`src/hw/rtl/smva_pkg.sv`:
```
// Shared constants and types for the sparse matrix-vector accumulate unit.
// Used by the interfaces, the controller, the datapath and the top level.
package smva_pkg;

   localparam int X_DEPTH  = 1024;
   localparam int X_ADDR_W = $clog2(X_DEPTH);
   localparam logic [31:0] X_DEPTH_U32 = 32'(X_DEPTH);

   localparam int OP_W  = 2;
   localparam int IDX_W = 10;
   localparam int DAT_W = 32;
   localparam int ACC_W = 64;

   localparam logic [OP_W-1:0] OP_WRITE_X = 2'd0;
   localparam logic [OP_W-1:0] OP_NONZERO = 2'd1;
   localparam logic [OP_W-1:0] OP_ROW_END = 2'd2;

   localparam logic [DAT_W-1:0] SCALE_RESET = 32'h0001_0000;

   typedef struct packed {
      logic capture;
      logic mem_write;
      logic mem_read;
      logic mul;
      logic acc;
      logic fin_mul;
      logic fin_out;
   } smva_cmd_type;

   typedef struct packed {
      logic [OP_W-1:0] op;
      logic            last;
      logic            rsp_busy;
   } smva_status_type;

endpackage

```
`src/hw/rtl/smva_ctrl.sv`:
```
// Sequencer for the sparse matrix-vector accumulate unit: one item at a time.
// Depends on smva_pkg; drives the datapath through smva_cmd_type.
module smva_ctrl import smva_pkg::*; (
   input  logic            clock,
   input  logic            reset,
   input  logic            req_valid,
   output logic            req_ready,
   input  smva_status_type status,
   output smva_cmd_type    cmd
);

   localparam logic [2:0] S_IDLE   = 3'd0;
   localparam logic [2:0] S_DECODE = 3'd1;
   localparam logic [2:0] S_MUL    = 3'd2;
   localparam logic [2:0] S_ACC    = 3'd3;
   localparam logic [2:0] S_FIN1   = 3'd4;
   localparam logic [2:0] S_FIN2   = 3'd5;

   logic [2:0] state_ff;
   logic [2:0] state_in;

   always_comb begin
      state_in  = state_ff;
      cmd       = '0;
      req_ready = 1'b0;
      case (state_ff)
         S_IDLE: begin
            req_ready = !reset;
            if (req_valid && !reset) begin
               cmd.capture = 1'b1;
               state_in    = S_DECODE;
            end
         end
         S_DECODE: begin
            case (status.op)
               OP_WRITE_X: begin
                  cmd.mem_write = 1'b1;
                  state_in      = S_IDLE;
               end
               OP_NONZERO: begin
                  cmd.mem_read = 1'b1;
                  state_in     = S_MUL;
               end
               OP_ROW_END: state_in = S_FIN1;
               default:    state_in = S_IDLE;
            endcase
         end
         S_MUL: begin
            cmd.mul  = 1'b1;
            state_in = S_ACC;
         end
         S_ACC: begin
            cmd.acc  = 1'b1;
            state_in = status.last ? S_FIN1 : S_IDLE;
         end
         S_FIN1: begin
            cmd.fin_mul = 1'b1;
            state_in    = S_FIN2;
         end
         S_FIN2: begin
            if (!status.rsp_busy) begin
               cmd.fin_out = 1'b1;
               state_in    = S_IDLE;
            end
         end
         default: state_in = S_IDLE;
      endcase
   end

   always_ff @(posedge clock) begin
      if (reset) begin
         state_ff <= S_IDLE;
      end else begin
         state_ff <= state_in;
      end
   end

`ifndef SYNTHESIS
   a_accept_decodes: assert property (@(posedge clock) disable iff (reset)
      (req_valid && req_ready) |=> (state_ff == S_DECODE))
      else $error("accepted item did not enter decode");

   a_acc_after_mul: assert property (@(posedge clock) disable iff (reset)
      (state_ff == S_ACC) |-> ($past(state_ff) == S_MUL))
      else $error("accumulate without a product");

   a_fin_in_order: assert property (@(posedge clock) disable iff (reset)
      (state_ff == S_FIN2) |-> ($past(state_ff) == S_FIN1 || $past(state_ff) == S_FIN2))
      else $error("row finish out of order");

   a_no_result_overrun: assert property (@(posedge clock) disable iff (reset)
      cmd.fin_out |-> !status.rsp_busy)
      else $error("result written over a waiting item");
`endif

endmodule

```
`config.mk`:
```
export PLATFORM = sky130hd
export DESIGN_NAME = smva_ctrl
export DESIGN_NICKNAME = d
export VERILOG_FILES = /design/src/hw/rtl/smva_pkg.sv /design/src/hw/rtl/smva_ctrl.sv
export SDC_FILE = /design/constraint.sdc
export NUM_CORES = 1
export LEC_CHECK = 0
export BUFFER_PORTS_ARGS = -buffer_cell sky130_fd_sc_hd__buf_2
export CAP_MARGIN = 20
export CORE_AREA = 8 8 45 47
export DETAILED_ROUTE_END_ITERATION = 8
export DIE_AREA = 0 0 53 55
export PLACE_DENSITY = 0.44
export SLEW_MARGIN = 20
export SYNTH_ARGS = -nofsm -noshare
export SYNTH_HDL_FRONTEND = slang
export SYNTH_SLANG_ARGS = --single-unit
```
`constraint.sdc`:
```
create_clock -name clock -period 1.6 [get_ports clock]
set_clock_uncertainty 0.2 [all_clocks]
set_input_delay 0.32 -clock clock [delete_from_list [all_inputs] [get_ports clock]]
set_output_delay 0.32 -clock clock [all_outputs]
set_load 0.05 [all_outputs]
```
# ---- After elaboration in Yosys (flattened, before gate mapping)
# Index checks and enable logic that the tools add are counted.
dict set report op_classes {
  eq_ne 9
  reduce_logical 5
  mux 16
}
# op n
set ops {}
lappend ops {{case mux 3 bit (6 select lines)} 1}
lappend ops {{two-way mux 1 bit} 10}
lappend ops {{two-way mux 3 bit} 3}
lappend ops {{equality test 3 x 2 -> 1 bit, second input constant} 2}
lappend ops {{equality test 3 bit, second input constant} 2}
lappend ops {{case mux 3 bit (2 select lines)} 1}
lappend ops {{!= test 2 bit, second input constant} 2}
lappend ops {{equality test 3 x 1 -> 1 bit, second input constant} 1}
lappend ops {{zero test 3 bit} 1}
lappend ops {{equality test 2 x 1 -> 1 bit, second input constant} 1}
lappend ops {{equality test 2 bit, second input constant} 1}
lappend ops {{zero test 2 bit} 1}
lappend ops {{two-way mux 2 bit} 1}
lappend ops {{AND reduction 2 bit} 1}
lappend ops {{logical AND 1 bit} 1}
lappend ops {{zero test 1 bit} 1}
dict set report totals {
  register_bits 3
  elab_cells 31
  in_bits 7
}

# ---- Logic depth before layout (Yosys ltp)
dict set report depth {
  word_depth 4
  depth_mapped 4
  ltp_nobuf 3
}

# ---- Worst setup path after synthesis
# Ideal clock, no wire load.
dict set report synth_timing {
  path_kind {reg-to-output}
  start {register state_ff[2]}
  end {output port cmd[6] in the netlist's numbering}
  path_buffers 0
  slack_ns -0.864
  arrival_time_ns 1.944
  required_time_ns 1.080
  path_stages_with_launch 3
  path_cell_list {dfxtp_1 nor4_2 and2_1}
}
# element line
set synth_lines {}
lappend synth_lines {{start: declaration} smva_ctrl.sv:19} ;# logic [2:0] state_ff;
lappend synth_lines {{start signal: assignment} smva_ctrl.sv:74} ;# state_ff <= state_in;
lappend synth_lines {{end: declaration} smva_ctrl.sv:9} ;# output smva_cmd_type cmd

==> results.yml <==
synthesis:
  syn_nets: 32
  synth-seq-cells: 3
  yosysWarningCount: 0
  ys_seq_area_share_pct: 26.8
  netlist_instances: 25
  ys_types: 19
  synth_area_um2: 224
  synth.avg_cell_area_um2: 8.96
timing:
  worstMarginPinSlew_ps: 208
  relSlewSlack_pct: 86.1
  min_period_ps: 1690
  setup-tns-final_ps: -375
  fin_crit_sh_pct: 106
  finalHoldViolCount: 0
  max_freq_ghz: 0.591
  setup_slack_ps: -92.4
  finalSetupViolations: 7
  whs_ps: 160
  finalMaxSlewViolations: 0
  grt_setup_unrepaired: "true"
pwr:
  max-vdd-ir-drop_uv: 279
  p_total_uw: 368
  p_leak_uw: 0.000282
  p_per_area_mw_per_mm2: 611
cells_and_area:
  final_common_cell: "buf_4"
  drive_gt1_share_pct: 82.0
  final_cells: 77
  regMostFlops: "state_ff"
  top_regs: "state_ff x3"
  area_growth_pct: 169
  largest_reg_flops: 3
  mostFrequentLayoutCells: "buf_4 (16), buf_6 (7), buf_2 (6), clkbuf_4 (4)"
  antenna_cells: 0
  nNetsFinal: 69
cts:
  clk_pin_slew_ps: 40
  clk_latency_ps: 230
  cts_max_path_buffers: 2
  h-tree-depth: 1
  root_buffer: "clkbuf_4"
  numCtsBuffers: 3
  cts_tree: "done"
  clock_sinks: 3
floorplan:
  die_w_um: 53
  fp-row-count: 14
  initial_utilization_pct: 16.2
  die_h_um: 55
  core_mm2: 0.00138
  io_pins: 15
  die-area_mm2: 0.00292
worst_setup_path:
  endpoint_kind: "output pin"
  reg2regPathDepth: 8
  critPathRequiredTime_ps: 1080
  worstSetupPathType: "reg2out"
  rrSetupSlack_ps: 70
  arrival_ps: 1170
  startpoint_type: "register"
  cp_max_fo: 6
global_routing:
  antenna_found_initial: 0
  grtUsageTotal_pct: 6.89
  grt_max_degree: 8
  grt_overflow: 0
  grt_pass1_vias: 353
  grt_pass1_wl_um: 1430
drt:
  drtAntennaViolNets: 0
  routedWlPerCell_um: 11.9
  wirelength_um: 917
  vias: 316
  via_per_inst: 4.10
  dr.pass1.iters: 1
  drc_errors: 0
  drt-initial-drc-count: 0
placement:
  gp_congestion: 0.712
  io_buffers: 14
  dp_cells: 66
  hpwl_um: 605
  post-place-ws_ps: -58.6
run_status:
  violations: "negative setup slack"
  outcome: "finished with violations"
worst_hold_path:
  hold_path.class: "in2reg"
  hold_path_depth: 3
job:
  maxCapViolCount: 0
==> per-layer routing <==
metal / share of wire (%) / track usage [%]
met5: 0 / 0
met3: 14 / 5.08
met4: 0 / 3.88
met1: 39 / 6.38
met2: 46 / 10.9
==> cells by family (layout without fill, tap and decap cells) <==
kind of cell / after synthesis / after routing / synth area share (%)
compound gates: 2 / 2 / 6.15
simple gates: 18 / 18 / 58.7
mux: 1 / 1 / 5.03
flops: 3 / 3 / 26.8
buf+inv: 1 / 37 / 3.35
==> where the power goes <==
| part | total, uW | internal (uW) | leakage, uW | switching [uW] |
|---|---|---|---|---|
| Combinational | 148 | 80.1 | 0.000240 | 67.6 |
| Clock | 130 | 93.3 | 0.0000150 | 37.1 |
| Sequential | 89.6 | 78.3 | 0.0000267 | 11.4 |
==> cell usage after synthesis <==
cell / n / area share [%]
dfxtp_1: 3 / 27
nor2_1: 3 / 5.0
and3b_1: 2 / 7.8
nor3_1: 2 / 4.5
a31oi_1: 1 / 2.8
and2_1: 1 / 2.8
and3b_2: 1 / 4.5
buf_4: 1 / 3.4
mux2_2: 1 / 5.0
nand2_1: 1 / 1.7
nand2b_2: 1 / 3.9
nand2b_4: 1 / 6.1
nand3_1: 1 / 2.2
nand3b_1: 1 / 3.4
nor3_2: 1 / 4.5
nor3b_1: 1 / 3.4
nor4_2: 1 / 5.6
o31ai_1: 1 / 3.4
or2b_1: 1 / 3.4
==> stage by stage <==
stage | utilization [%] | cell area [um^2]
floorplan | - | 264
global placement | 31.3 | 433
detailed placement | 31.3 | 433
CTS | 40.4 | 559
global route | 43.5 | 602
finish | 43.5 | 602
==> final timing paths <==
kind,end,from
worst max-delay path,cmd[3],state_ff[0]$_SDFFE_PP0P_
worst min-delay path,state_ff[2]$_SDFFE_PP0P_,status[1]
worst max register to register,state_ff[2]$_SDFFE_PP0P_,state_ff[2]$_SDFFE_PP0P_
worst min register to register,state_ff[1]$_SDFFE_PP0P_,state_ff[2]$_SDFFE_PP0P_
==> cell type report <==
class                      count  area (um^2)
clock buffer                   4         26.3
sequential                     3         71.3
multi-input combinational     21          203
fill                         151          782
timing repair buffer          33          282
tap                           16         20.0
==> critical path, cell delays in order, from the launching register on <==
cell and delay, ps:
dfxtp_4 360, buf_6 120, buf_6 100, nor3b_4 170, buf_6 180
==> timing repair <==
action                                  in CTS  in global routing
pin swaps                                    5                  4
hold buffers                                 0                  0
buffers inserted                             4                  3
endpoints found under the setup margin       8                  8
gates resized for setup                     23                  5
Note: power is estimated with default switching activity, not from simulation.
